### config.mk
export PLATFORM = sky130hd
export DESIGN_NAME = abi_argument_location_allocator_top
export DESIGN_NICKNAME = d
export VERILOG_FILES = /design/src/aala_pkg.sv /design/src/abi_argument_location_allocator_top.sv /design/src/aala_fscan.sv /design/src/aala_place.sv
export SDC_FILE = /design/constraint.sdc
export NUM_CORES = 1
export LEC_CHECK = 0
export BUFFER_PORTS_ARGS = -buffer_cell sky130_fd_sc_hd__buf_2
export CORE_MARGIN = 3
export CORE_UTILIZATION = 40
export DETAILED_ROUTE_END_ITERATION = 8
export PLACE_DENSITY = 0.67
export SYNTH_ARGS = -nofsm -noshare
export SYNTH_HDL_FRONTEND = slang
export SYNTH_SLANG_ARGS = --single-unit
### constraint.sdc
create_clock -name clk -period 22.8 [get_ports clk]
set_input_delay 3.42 -clock clk [delete_from_list [all_inputs] [get_ports clk]]
set_output_delay 3.42 -clock clk [all_outputs]
set_load 0.02 [all_outputs]
### src/aala_pkg.sv
package aala_pkg;

  localparam int MAX_STACK_SLOTS = 1024;
  localparam int MAX_ARG_SLOTS   = 64;
  localparam int FLOAT_REGS      = 16;
  localparam int GEN_REGS        = 4;

  // One placement result, last field in the lowest bits.
  typedef struct packed {
    logic       stack_overflow;
    logic [6:0] stack_slot_count;
    logic [9:0] stack_slot_index;
    logic       stack_valid;
    logic [2:0] gen_reg_count;
    logic [1:0] gen_reg_index;
    logic       gen_reg_valid;
    logic [4:0] float_reg_count;
    logic [3:0] float_reg_index;
    logic       float_reg_valid;
  } res_t;

  typedef struct packed {
    logic [15:0] float_used_mask;
    logic [2:0]  next_gen_reg;
    logic [10:0] next_stack_slot;
  } alloc_state_t;

  typedef struct packed {
    logic [6:0] slot_count;
    logic       is_float;
    logic       align_64;
  } req_t;

  typedef struct packed {
    logic       start;
    logic       align_64;
    logic [4:0] size;
  } scan_cmd_t;

  typedef struct packed {
    logic        done;
    logic        found;
    logic [3:0]  index;
    logic [15:0] window;
  } scan_stat_t;

  // Round a stack slot up to an even slot, never past the end of the stack.
  function automatic logic [10:0] align_slot(input logic [10:0] s);
    logic [11:0] a;
    a = ({1'b0, s} + 12'd1) & ~12'd1;
    return (a > 12'(MAX_STACK_SLOTS)) ? 11'(MAX_STACK_SLOTS) : a[10:0];
  endfunction

endpackage

### src/abi_argument_location_allocator_top.sv
// Argument location allocator for a hard-float procedure call convention.
// Each input request on the in_ channel describes one call argument: its size
// in 4-byte slots, whether it is a float argument, and whether it needs 8-byte
// alignment. A flag in in_tuser starts a new call and clears all allocation
// state before the argument is placed. Each request produces exactly one
// result request on the out_ channel, giving the float registers, general
// registers and stack slots that the argument occupies.
// Sequence: the request is taken in S_IDLE. A float argument of up to sixteen
// slots first runs the register search in S_SCAN, which tests one candidate
// start position per cycle and stops at the first free run or once it has
// passed the top register. Any other argument, or a float with no free run,
// is placed in S_PLACE. The result is then staged in S_DONE. in_tready is
// high only while no request is in progress.
// The result sits in an output register; if the receiver stalls, the next
// request can still be taken and worked, and its result waits until the
// output register empties. Synchronous reset clears the used register map,
// the general register and stack pointers, and drops out_tvalid.
module abi_argument_location_allocator_top (
  input  logic        clk,
  input  logic        rst_n,
  input  logic        in_tvalid,
  output logic        in_tready,
  input  logic [7:0]  in_tdata,   // [6:0] slot_count, [7] zero
  input  logic [2:0]  in_tuser,   // [0] new_call, [1] is_float, [2] align_64
  output logic        out_tvalid,
  input  logic        out_tready,
  // [0] float_reg_valid, [4:1] float_reg_index, [9:5] float_reg_count,
  // [10] gen_reg_valid, [12:11] gen_reg_index, [15:13] gen_reg_count,
  // [16] stack_valid, [26:17] stack_slot_index, [33:27] stack_slot_count,
  // [34] stack_overflow, [39:35] zero
  output logic [39:0] out_tdata
);

  localparam logic [1:0] S_IDLE  = 2'd0;
  localparam logic [1:0] S_SCAN  = 2'd1;
  localparam logic [1:0] S_PLACE = 2'd2;
  localparam logic [1:0] S_DONE  = 2'd3;

  localparam logic [6:0] ARG_MAX = 7'(aala_pkg::MAX_ARG_SLOTS);
  localparam logic [6:0] FR_MAX  = 7'(aala_pkg::FLOAT_REGS);

  logic [1:0]             state_r, state_nxt;
  aala_pkg::alloc_state_t st_r, st_nxt;
  aala_pkg::req_t         req_r, req_nxt;
  aala_pkg::res_t         res_r, res_nxt;
  aala_pkg::res_t         out_res_r, out_res_nxt;
  logic                   out_tvalid_r, out_tvalid_nxt;
  aala_pkg::scan_cmd_t    scan_cmd;
  aala_pkg::scan_stat_t   scan_stat;
  aala_pkg::res_t         place_res;
  aala_pkg::alloc_state_t place_nxt;
  logic [6:0]             in_size;

  // The search unit reads the used map after any new-call clear has landed.
  aala_fscan u_fscan (
    .clk       (clk),
    .rst_n     (rst_n),
    .cmd       (scan_cmd),
    .used_mask (st_r.float_used_mask),
    .stat      (scan_stat)
  );

  aala_place u_place (
    .req (req_r),
    .cur (st_r),
    .res (place_res),
    .nxt (place_nxt)
  );

  assign in_tready  = (state_r == S_IDLE);
  assign out_tvalid = out_tvalid_r;
  assign out_tdata  = {5'b0, out_res_r};
  // Oversized arguments are clamped to the largest size handled.
  assign in_size    = (in_tdata[6:0] > ARG_MAX) ? ARG_MAX : in_tdata[6:0];

  always_comb begin
    state_nxt      = state_r;
    st_nxt         = st_r;
    req_nxt        = req_r;
    res_nxt        = res_r;
    out_res_nxt    = out_res_r;
    out_tvalid_nxt = out_tvalid_r;
    scan_cmd       = '0;
    if (out_tvalid_r && out_tready) begin
      out_tvalid_nxt = 1'b0;
    end
    unique case (state_r)
      S_IDLE: begin
        if (in_tvalid) begin
          req_nxt.slot_count = in_size;
          req_nxt.is_float   = in_tuser[1];
          req_nxt.align_64   = in_tuser[2];
          if (in_tuser[0]) begin
            st_nxt = '0;
          end
          // Float arguments that can fit the bank search it first.
          if (in_tuser[1] && in_size != 7'd0 && in_size <= FR_MAX) begin
            scan_cmd.start    = 1'b1;
            scan_cmd.align_64 = in_tuser[2];
            scan_cmd.size     = in_size[4:0];
            state_nxt         = S_SCAN;
          end else begin
            state_nxt = S_PLACE;
          end
        end
      end
      S_SCAN: begin
        if (scan_stat.done) begin
          if (scan_stat.found) begin
            st_nxt.float_used_mask  = st_r.float_used_mask | scan_stat.window;
            res_nxt                 = '0;
            res_nxt.float_reg_valid = 1'b1;
            res_nxt.float_reg_index = scan_stat.index;
            res_nxt.float_reg_count = req_r.slot_count[4:0];
            state_nxt               = S_DONE;
          end else begin
            state_nxt = S_PLACE;
          end
        end
      end
      S_PLACE: begin
        res_nxt   = place_res;
        st_nxt    = place_nxt;
        state_nxt = S_DONE;
      end
      S_DONE: begin
        if (!out_tvalid_r || out_tready) begin
          out_res_nxt    = res_r;
          out_tvalid_nxt = 1'b1;
          state_nxt      = S_IDLE;
        end
      end
      default: begin
        state_nxt = S_IDLE;
      end
    endcase
  end

  always_ff @(posedge clk) begin
    if (!rst_n) begin
      state_r      <= S_IDLE;
      st_r         <= '0;
      out_tvalid_r <= 1'b0;
    end else begin
      state_r      <= state_nxt;
      st_r         <= st_nxt;
      out_tvalid_r <= out_tvalid_nxt;
    end
    req_r     <= req_nxt;
    res_r     <= res_nxt;
    out_res_r <= out_res_nxt;
  end

endmodule

### src/aala_fscan.sv
// Float register run search: one candidate start position per cycle.
module aala_fscan (
  input  logic                   clk,
  input  logic                   rst_n,
  input  aala_pkg::scan_cmd_t    cmd,
  input  logic [15:0]            used_mask,
  output aala_pkg::scan_stat_t   stat
);

  logic        busy_r, busy_nxt;
  logic [4:0]  pos_r, pos_nxt;
  logic [4:0]  size_r, size_nxt;
  logic        align_r, align_nxt;
  logic [16:0] run_full;
  logic [15:0] window;
  logic        fits;
  logic        free;

  assign run_full = (17'd1 << size_r) - 17'd1;
  assign window   = run_full[15:0] << pos_r[3:0];
  assign fits     = ({1'b0, pos_r} + {1'b0, size_r}) <= 6'(aala_pkg::FLOAT_REGS);
  assign free     = (used_mask & window) == 16'd0;

  always_comb begin
    stat.done   = busy_r && (!fits || free);
    stat.found  = busy_r && fits && free;
    stat.index  = pos_r[3:0];
    stat.window = window;
  end

  always_comb begin
    busy_nxt  = busy_r;
    pos_nxt   = pos_r;
    size_nxt  = size_r;
    align_nxt = align_r;
    if (cmd.start) begin
      busy_nxt  = 1'b1;
      pos_nxt   = 5'd0;
      size_nxt  = cmd.size;
      align_nxt = cmd.align_64;
    end else if (busy_r) begin
      if (stat.done) begin
        busy_nxt = 1'b0;
      end else begin
        pos_nxt = pos_r + (align_r ? 5'd2 : 5'd1);
      end
    end
  end

  always_ff @(posedge clk) begin
    if (!rst_n) begin
      busy_r <= 1'b0;
    end else begin
      busy_r <= busy_nxt;
    end
    pos_r   <= pos_nxt;
    size_r  <= size_nxt;
    align_r <= align_nxt;
  end

endmodule

### src/aala_place.sv
// General register and stack placement, and the stack fallback of float arguments.
module aala_place (
  input  aala_pkg::req_t         req,
  input  aala_pkg::alloc_state_t cur,
  output aala_pkg::res_t         res,
  output aala_pkg::alloc_state_t nxt
);

  localparam logic [2:0]  GR    = 3'(aala_pkg::GEN_REGS);
  localparam logic [10:0] STK_F = 11'(aala_pkg::MAX_STACK_SLOTS);

  always_comb begin
    logic [2:0]  g;
    logic [10:0] st;
    logic [6:0]  n;
    logic [2:0]  avail;
    logic [2:0]  gc;
    logic [11:0] stk_end;
    res     = '0;
    nxt     = cur;
    n       = req.slot_count;
    g       = cur.next_gen_reg;
    st      = cur.next_stack_slot;
    avail   = 3'd0;
    gc      = 3'd0;
    stk_end = 12'd0;
    if (n != 7'd0) begin
      if (req.is_float) begin
        // No register run was free: the whole float bank is closed.
        nxt.float_used_mask = 16'hFFFF;
        if (req.align_64) begin
          st = aala_pkg::align_slot(st);
        end
      end else begin
        if (req.align_64) begin
          if (g < GR) begin
            g = (g + 3'd1) & ~3'd1;
          end
          if (g >= GR) begin
            st = aala_pkg::align_slot(st);
          end
        end
        // An argument does not split once the stack holds anything.
        if (g < GR && n > {4'b0, GR - g} && st != 11'd0) begin
          g = GR;
        end
        if (g < GR) begin
          avail             = GR - g;
          gc                = (n < {4'b0, avail}) ? n[2:0] : avail;
          res.gen_reg_valid = 1'b1;
          res.gen_reg_index = g[1:0];
          res.gen_reg_count = gc;
          g                 = g + gc;
          n                 = n - {4'b0, gc};
        end
      end
      if (n != 7'd0) begin
        res.stack_valid      = 1'b1;
        res.stack_slot_index = (st > STK_F - 11'd1) ? 10'(STK_F - 11'd1) : st[9:0];
        res.stack_slot_count = n;
        stk_end              = {1'b0, st} + {5'b0, n};
        if (stk_end > {1'b0, STK_F}) begin
          res.stack_overflow = 1'b1;
          st                 = STK_F;
        end else begin
          st = stk_end[10:0];
        end
      end
      nxt.next_gen_reg    = g;
      nxt.next_stack_slot = st;
    end
  end

endmodule

==> results_dict.tcl, run 1 <==
set metrics [dict create \
    cts_hold_buf 0 \
    clock_latency_ns 0.42 \
    drc 0 \
    dp_cells 1142 \
    max_freq_mhz 92.9 \
    p_seq_frac 0.317 \
    grtUsageTotal 0.174 \
    worst_slew_pin_slew_ns 1.04 \
    final_common_cell "nor2_1" \
    initial_core_util 0.417 \
    cts_inserted_buffers 17 \
    ant_nets 0 \
    power_frac_clock 0.242 \
    hold_path.class "register to register" \
    clockBufferDepth 2 \
    clock_sinks 124 \
    first_iter_violations 588 \
    grt_max_degree 36 \
    crit_path_frequent_cell "ha_1" \
    cts_tree "yes" \
    diodes 0 \
    p_sw_w 0.000498 \
    place.gp.congestion 0.907 \
    hpwlAfterDp_mm 13.2 \
    fin_crit_sh 0.472 \
    worstPathMaxFanout 7 \
    syn_inst 881 \
    cp-end-kind "register" \
    path_clk_slew_ns 0.06 \
    synth_seq_cells 124 \
    ys.warnings.count 0 \
    dr.pass1.iters 6 \
    port_buffers 50 \
    overflow 0 \
    path_class "register to register" \
    synthArstFlopShare 0 \
    p_comb_frac 0.441 \
    worst_ep_required_time_ns 23.14 \
    ctsResizeCount 0 \
    synth_edf_count 85 \
    routed_wl_mm 18.6 \
    p_leak_nw 3.37 \
    max_stage_delay_ns 0.50 \
    final_cell_mix "90 x nor2_1, 85 x edfxtp_1, 72 x nand2_1, 70 x a21oi_1, 54 x o21ai_0" \
    p_int_w 0.000725 \
    skew_ns 0.0101 \
    die_h_um 147 \
    antenna_found_initial 1 \
    grt_first_pass_wirelength_mm 31.0 \
    netlist_area_um2 7950 \
    cts_root_buffer "clkbuf_16" \
    swShare 0.407 \
    ys_types 85 \
    power.total_w 0.00122 \
    relSlewSlack 0.306 \
    ys_seq_area_frac 0.419 \
    vias_per_cell 5.64 \
    die_x_um 147 \
    slew_viol_final 0 \
    route.vias.total 6627 \
    rsz0062_at_grt "no" \
    cap_violations 0 \
    grt_pass1_vias 6100 \
    cp-start-kind "register" \
    crit_family "compound AO/OA/AOI/OAI gates" \
    path_buf_inv 3 \
    final.min_clock_period_ns 10.76 \
    synth.avg_cell_area_um2 9.02 \
    num_rows 50 \
    ios 57 \
    final_nets 950 \
    wl_per_cell_um 15.8 \
    drive_gt1_frac 0.125 \
    syn_to_final_growth_pct 12.7 \
    core-area_um2 19100 \
    fin_util 0.469 \
    critical_path_arrival_ns 11.11 \
    finalSetupTns_ns 0 \
    p_per_area_nw_per_um2 137 \
    crit_slowest_cell "a211oi_1" \
    peakVddDrop_mv 0.0708 \
    setup_viol 0 \
    hold_violations 0 \
    outcome "completed" \
    cts_max_level 4 \
    synth_flop_cell "edfxtp_1" \
    die_area_um2 21600 \
    post_cts_buffers 0 \
    hold_ws_ns 0.414 \
    layout.cells.non_filler 1174 \
]
==> power by group through the flow <==
stage                     registers (W)  logic, W  clock network, W
final                          0.000388  0.000539          0.000296
after global routing           0.000396  0.000605          0.000311
after CTS                      0.000387  0.000535          0.000302
after detailed placement       0.000390  0.000529                 0
after global placement         0.000390  0.000526                 0
after floorplan                0.000366  0.000428                 0
==> cells by family (layout without fill, tap and decap cells) <==
family                     Yosys count  after routing  synth area share
muxes                               14             14            0.0225
DFF                                124            124             0.419
xor gates and xnor gates            20             20            0.0220
buffers and inverters              111            140            0.0595
AOI/OAI and AO/OA                  259            259             0.219
other                                1              5          0.000472
adders and majority gates           35             35            0.0576
and+or+nand+nor                    317            317             0.199
==> path summary, 6_finish.rpt <==
path / endpoint / cells past startpoint / slack (ns) / start
worst min register to register: out_tdata[22]$_DFFE_PP_ / 0 / 0.41 / res_r[22]$_SDFFCE_PN0P_
worst min-delay path: out_tdata[22]$_DFFE_PP_ / 0 / 0.41 / res_r[22]$_SDFFCE_PN0P_
worst max-delay path: st_r[7]$_SDFFE_PN0P_ / 46 / 12.04 / st_r[12]$_SDFFE_PN0P_
worst max register to register: st_r[7]$_SDFFE_PN0P_ / 46 / 12.04 / st_r[12]$_SDFFE_PN0P_
==> Yosys cell counts (all sizes together) (6+ instances only) <==
cell,n,area (um^2)
dfxtp,39,781
a211oi,7,52.6
and3,7,43.8
xor2,8,70.1
clkbuf,38,143
o31a,8,70.1
xnor2,12,105
or3,6,42.5
o31ai,10,75.1
or2,7,43.8
o211ai,12,90.1
o21a,6,45.0
o21ai,56,284
a21o,9,67.6
nor4,13,87.6
a31oi,8,50.1
nand3,26,130
nand2,74,283
a21boi,6,48.8
nor3,20,111
buf,20,131
nand4,10,68.8
a21oi,70,350
and2,16,100
o311ai,6,52.6
nor2b,25,156
ha,31,388
inv,51,191
mux2i,10,100
edfxtp,85,2550
nor2,90,338
==> worst reg2reg max path: cells and delay by family, from the launching register on <==
| kind | cells | cell delay [ns] |
|---|---|---|
| compound gates | 21 | 4.92 |
| fa+ha+maj | 7 | 2.00 |
| buf+inv | 3 | 0.27 |
| flops | 1 | 0.41 |
| simple gates | 15 | 3.09 |
==> per-stage QoR <==
step	area [um^2]	worst slack, ns
after global placement	8310	12.26
after global routing	8950	11.00
after floorplan	7960	14.03
after detailed placement	8310	12.29
after CTS	8950	12.19
final	8950	12.04
==> layout make-up <==
| class | instances | area (um^2) |
|---|---|---|
| Fill cell | 1813 | 10100 |
| Multi-Input combinational cell | 650 | 4170 |
| Sequential cell | 124 | 3330 |
| Clock buffer | 18 | 429 |
| Tap cell | 260 | 325 |
| Timing Repair Buffer | 55 | 288 |
| Clock inverter | 14 | 215 |
| Inverter | 53 | 199 |
==> sequential cells by signal, summed over array words and instances, names as in the netlist <==
name	cells
u_fscan.align_r	1
res_r	35
out_tdata	35
u_fscan.pos_r	5
u_fscan.size_r	5
state_r	2
u_fscan.busy_r	1
req_r	9
out_tvalid	1
st_r	30
==> metal layers <==
| layer | vias up | track usage | part of all wire |
|---|---|---|---|
| li1 | 3288 | - | - |
| met1 | 3098 | 0.255 | 0.48 |
| met2 | 221 | 0.258 | 0.44 |
| met3 | 18 | 0.0386 | 0.066 |
| met4 | 2 | 0.0527 | 0.013 |
| met5 | - | 0 | 0.00070 |
No activity file was read; power rests on OpenSTA's default activity.
==> inputs of run 2 (changes only) <==
--- a/config.mk
+++ b/config.mk
@@ -9,7 +9,7 @@
 export CORE_MARGIN = 3
 export CORE_UTILIZATION = 40
 export DETAILED_ROUTE_END_ITERATION = 8
-export PLACE_DENSITY = 0.67
+export PLACE_DENSITY = 0.69
 export SYNTH_ARGS = -nofsm -noshare
 export SYNTH_HDL_FRONTEND = slang
 export SYNTH_SLANG_ARGS = --single-unit
==> constraint.sdc (replaced) <==
create_clock -name clk -period 9.61 [get_ports clk]
set_input_delay 1.4415 -clock clk [delete_from_list [all_inputs] [get_ports clk]]
set_output_delay 1.4415 -clock clk [all_outputs]
set_load 0.02 [all_outputs]
==> results_dict.tcl, run 2 (same netlist as run 1, synthesis figures left out) <==
set metrics [dict create \
    peakVddDrop_mv 0.157 \
    max_stage_delay_ns 0.39 \
    clock_sinks 124 \
    cp-end-kind "register" \
    fin_util 0.474 \
    hold_path.class "register to register" \
    fill_cells 1791 \
    overflow 0 \
    rr_worst_depth 46 \
    fin_crit_sh 0.914 \
    first_iter_violations 547 \
    setup_ws_ns 0.827 \
    core-area_um2 19100 \
    cap_violations 0 \
    skew_ns 0.0128 \
    cts_max_level 4 \
    die_area_um2 21600 \
    cts_hold_buf 0 \
    max_freq_mhz 114 \
    final_nets 972 \
    crit_slowest_cell "dfxtp_1" \
    layout.cells.non_filler 1196 \
    final.min_clock_period_ns 8.78 \
    routed_wl_mm 18.8 \
    path_buf_inv 4 \
    min_from "res_r[28]$_SDFFCE_PN0P_" \
    hold_path_end "out_tdata[28]$_DFFE_PP_" \
    drc 0 \
    cts_tree "yes" \
    ios 57 \
    clock_latency_ns 0.42 \
    worst_ep_required_time_ns 9.91 \
    grt_max_degree 36 \
    wl_per_cell_um 15.7 \
    drive_gt1_frac 0.152 \
    worstReg2RegStart "st_r[11]$_SDFFE_PN0P_" \
    antenna_found_initial 0 \
    worst_slew_pin_slew_ns 1.08 \
    r2r-end "st_r[0]$_SDFFE_PN0P_" \
    setup_viol 0 \
    final_common_cell "nor2_1" \
    cts_inserted_buffers 17 \
    die_h_um 147 \
    outcome "completed" \
    final_cell_mix "89 x nor2_1, 85 x edfxtp_1, 72 x nand2_1, 69 x a21oi_1, 52 x o21ai_0" \
    hold_violations 0 \
    critical_path_arrival_ns 9.08 \
    vias_per_cell 5.57 \
    slew_viol_final 0 \
    crit_path_frequent_cell "ha_1" \
    hpwlAfterDp_mm 13.4 \
    worstPathMaxFanout 5 \
    p_leak_nw 3.44 \
    ant_nets 0 \
    port_buffers 50 \
    cp-start-kind "register" \
    crit_family "compound AO/OA/AOI/OAI gates" \
    cts_root_buffer "clkbuf_16" \
    p_per_area_nw_per_um2 315 \
    path_class "register to register" \
    whs_path_depth 0 \
    dp_cells 1163 \
    grt_first_pass_wirelength_mm 30.8 \
    syn_to_final_growth_pct 13.8 \
    grtUsageTotal 0.174 \
    route.vias.total 6667 \
    initial_core_util 0.417 \
    rrSetupSlack_ns 0.83 \
    path_clk_slew_ns 0.06 \
    dr.pass1.iters 5 \
    dpl_worst_slack_ns 0.452 \
    place.gp.congestion 0.901 \
    hold_ws_ns 0.416 \
    num_rows 50 \
    diodes 0 \
    relSlewSlack 0.276 \
    grt_pass1_vias 6108 \
    clockBufferDepth 2 \
    die_x_um 147 \
]
-- run 2: cell type report --
class                           instances  area [um^2]  area share
Multi-Input combinational cell        650         4190       0.463
Clock inverter                         15          124      0.0137
Inverter                               53          199      0.0220
Clock buffer                           17          425      0.0470
Tap cell                              260          325      0.0360
Sequential cell                       124         3330       0.369
Timing Repair Buffer                   77          453      0.0501
-- run 2: worst max-delay path by stage --
stage	depth (start not counted)	startpoint	endpoint	slack [ns]
6_report	46	st_r[11]$_SDFFE_PN0P_	st_r[0]$_SDFFE_PN0P_	0.83
5_1_grt	48	st_r[11]$_SDFFE_PN0P_	st_r[8]$_SDFFE_PN0P_	-0.03
4_1_cts	47	st_r[12]$_SDFFE_PN0P_	st_r[0]$_SDFFE_PN0P_	0.40
3_5_place_dp	48	st_r[12]$_SDFFE_PN0P_	st_r[5]$_SDFFE_PN0P_	0.45
3_3_place_gp	47	st_r[12]$_SDFFE_PN0P_	st_r[0]$_SDFFE_PN0P_	0.55
2_1_floorplan	48	st_r[12]$_SDFFE_PN0P_	st_r[7]$_SDFFE_PN0P_	0.84
-- run 2: what timing repair did --
action | in CTS | in global routing
buffers inserted | 0 | 1
gates resized for setup | 0 | 8
endpoints found under the setup margin | 0 | 11
-- run 2: where the power goes --
part	switching (W)	internal, W	leakage, nW	total [W]
clock network	0.000240	0.000353	0.264	0.000593
registers	0.000119	0.000793	1.12	0.000912
logic	0.000834	0.000511	2.06	0.00135
-- run 2: layer usage --
layer  up-vias  wire length (um)  part of all wire  global-route usage
met5         -                 0                 0                   0
met1      3092              9150              0.49               0.252
met4         0               353             0.019              0.0610
met3        26              1180             0.063              0.0355
met2       231              8070              0.43               0.260
li1       3318                 -                 -                   -
-- run 2: through the flow --
step | power, W | area [um^2] | setup TNS (ns)
CTS | 0.00283 | 9020 | 0
finish | 0.00285 | 9050 | 0
global route | 0.00306 | 9050 | -0.0326
detailed placement | 0.00222 | 8470 | 0
floorplan | 0.00188 | 7960 | 0
global placement | 0.00221 | 8470 | 0
==> inputs of run 3 (changes only) <==
--- a/config.mk
+++ b/config.mk
@@ -6,10 +6,12 @@
 export NUM_CORES = 1
 export LEC_CHECK = 0
 export BUFFER_PORTS_ARGS = -buffer_cell sky130_fd_sc_hd__buf_2
+export CORE_ASPECT_RATIO = 0.6
 export CORE_MARGIN = 3
 export CORE_UTILIZATION = 40
 export DETAILED_ROUTE_END_ITERATION = 8
-export PLACE_DENSITY = 0.69
+export PLACE_DENSITY = 0.68
 export SYNTH_ARGS = -nofsm -noshare
 export SYNTH_HDL_FRONTEND = slang
+export SYNTH_HIERARCHICAL = 1
 export SYNTH_SLANG_ARGS = --single-unit
==> constraint.sdc (replaced) <==
create_clock -name clk -period 9.61 [get_ports clk]
set_input_delay 1.4415 -clock clk [delete_from_list [all_inputs] [get_ports clk]]
set_output_delay 1.4415 -clock clk [all_outputs]
set_load 0.1 [all_outputs]
==> results_dict.tcl, run 3 <==
set metrics [dict create \
    max_stage_delay_ns 0.59 \
    synth_flop_cell "edfxtp_1" \
    ys_seq_area_frac 0.342 \
    synth_top_cell_area_share 0.262 \
    antenna_found_initial 1 \
    setup_ws_ns 0.579 \
    clock_sinks 124 \
    crit_path_frequent_cell "ha_1" \
    final_cell_mix "108 x nand2_1, 85 x nor2_1, 85 x edfxtp_1, 54 x o21ai_0, 50 x buf_2" \
    synthArstFlopShare 0 \
    critical_path_arrival_ns 9.38 \
    layout.cells.non_filler 1427 \
    vias_per_cell 6.04 \
    path_buf_inv 2 \
    crit_family "compound AO/OA/AOI/OAI gates" \
    path_class "register to register" \
    cp-start-kind "register" \
    overflow 0 \
    worst_ep_required_time_ns 9.96 \
    die_x_um 207 \
    grtUsageTotal 0.198 \
    slew_viol_final 0 \
    port_buffers 50 \
    cts_max_level 4 \
    drc 0 \
    die_area_um2 26300 \
    cp-end-kind "register" \
    netlist_area_um2 9730 \
    worst_slew_pin_slew_ns 1.18 \
    dp_cells 1393 \
    yosys.area.top_type "edfxtp_1" \
    yosysMostFrequentCell "nand2_1" \
    ys.warnings.count 6 \
    clock_latency_ns 0.42 \
    max_freq_mhz 111 \
    grt_pass1_vias 7701 \
    seqCellArea_um2 3330 \
    place.gp.congestion 0.961 \
    synth_area_leaders "edfxtp_1 26%, dfxtp_1 8.0%, ha_1 4.2%, nand2_1 4.2%, nor2_1 3.3%" \
    final_common_cell "nand2_1" \
    use_met2 0.268 \
    hpwlAfterDp_mm 19.1 \
    synth_seq_cells 124 \
    die_h_um 127 \
    setup_viol 0 \
    grt_first_pass_wirelength_mm 42.5 \
    hold_path.class "register to register" \
    wl_per_cell_um 18.5 \
    synthTopCellsByCount "108 x nand2_1, 85 x edfxtp_1, 85 x nor2_1, 55 x o21ai_0, 48 x and2_1" \
    worstPathMaxFanout 10 \
    cts_tree "yes" \
    cts_root_buffer "clkbuf_16" \
    rrSetupSlack_ns 0.58 \
    finalSetupTns_ns 0 \
    syn_to_final_growth_pct 9.02 \
    drive_gt1_frac 0.158 \
    top_usage_layer "met1" \
    dr.pass1.iters 6 \
    crit_slowest_cell "or4_1" \
    path_clk_slew_ns 0.06 \
    multi_input_area_um2 5790 \
    skew_ns 0.0152 \
    fill_cells 2226 \
    syn_inst 1095 \
    ios 57 \
    cts_inserted_buffers 17 \
    route.vias.total 8615 \
    core-area_um2 23500 \
    routed_wl_mm 26.5 \
    clockBufferDepth 2 \
    initial_core_util 0.414 \
    num_rows 43 \
    ant_nets 0 \
    rsz0062_at_grt "no" \
    dpl_worst_slack_ns 0.287 \
    fin_crit_sh 0.940 \
    grt_max_degree 55 \
    first_iter_violations 1211 \
    outcome "completed" \
    final_nets 1151 \
    ys_types 111 \
    p_leak_nw 3.88 \
    peakVddDrop_mv 0.179 \
    final.min_clock_period_ns 9.03 \
    p_per_area_nw_per_um2 295 \
    relSlewSlack 0.206 \
    met1_usage 0.303 \
    hold_violations 0 \
    power.total_w 0.00313 \
    synth_edf_count 85 \
    hold_ws_ns 0.414 \
    cap_violations 0 \
    globalRouteMet3Util 0.0606 \
    synth.avg_cell_area_um2 8.89 \
]
run 3: changes by cell type in the layout (fill, tap and decap cells not counted), sizes merged, moves of 10 or more:
cell,change
nand2,+35
and2,+35
mux2,+20
nand2b,+23
conb,+10
nor2b,+11
a21boi,+15
a21oi,-22
buf,-14
inv,-14
a211oi,+10
a22oi,+15
nand3,+12
run 3: final timing paths:
path,from,to,depth (start not counted)
hold reg to reg,res_r[17]$_SDFFCE_PN0P_,out_tdata[17]$_DFFE_PP_,0
hold / removal,res_r[17]$_SDFFCE_PN0P_,out_tdata[17]$_DFFE_PP_,0
setup reg to reg,st_r[12]$_SDFFE_PN0P_,st_r[5]$_SDFFE_PN0P_,33
setup / recovery,st_r[12]$_SDFFE_PN0P_,st_r[5]$_SDFFE_PN0P_,33
run 3: final cells by class:
type / count / share of cell area
flip-flops and latches: 124 / 0.314
clock buffers: 17 / 0.0401
repair buffers: 63 / 0.0328
well taps: 315 / 0.0371
diodes: 1 / 0.000236
multi-input cells: 856 / 0.545
inverters: 36 / 0.0127
clock inverters: 15 / 0.0176
run 3: per-layer routing:
layer  vias to the layer above  part of all wire
li1                       4070                 -
met4                         0             0.015
met1                      4061              0.48
met5                         -                 0
met3                        35              0.11
met2                       449              0.40
run 3: where the power goes:
| group | switching [W] | internal [W] | leakage [nW] |
|---|---|---|---|
| Sequential | 0.0000927 | 0.000722 | 1.10 |
| Combinational | 0.00111 | 0.000539 | 2.48 |
| Clock | 0.000248 | 0.000412 | 0.294 |
| Total | 0.00145 | 0.00167 | 3.88 |
run 3: cells by family after synthesis:
group,Yosys count,synth area share
muxes,32,0.0360
buffers and inverters,128,0.0751
adders and majority gates,38,0.0527
AOI/OAI and AO/OA,321,0.247
DFF,124,0.342
and+or+nand+nor,441,0.238
xor gates and xnor gates,9,0.00810
other,2,0.000772
run 3: repair_timing:
action,in CTS,in global routing
buffers inserted,0,1
gates resized for setup,0,11
endpoints found under the setup margin,0,11
hold buffers,0,0
run 3: metrics by stage:
stage	area [um^2]	utilization
3_3_place_gp	9950	0.423
6_report	10600	0.451
4_1_cts	10600	0.449
5_1_grt	10600	0.451
3_5_place_dp	9950	0.423
2_1_floorplan	9780	-
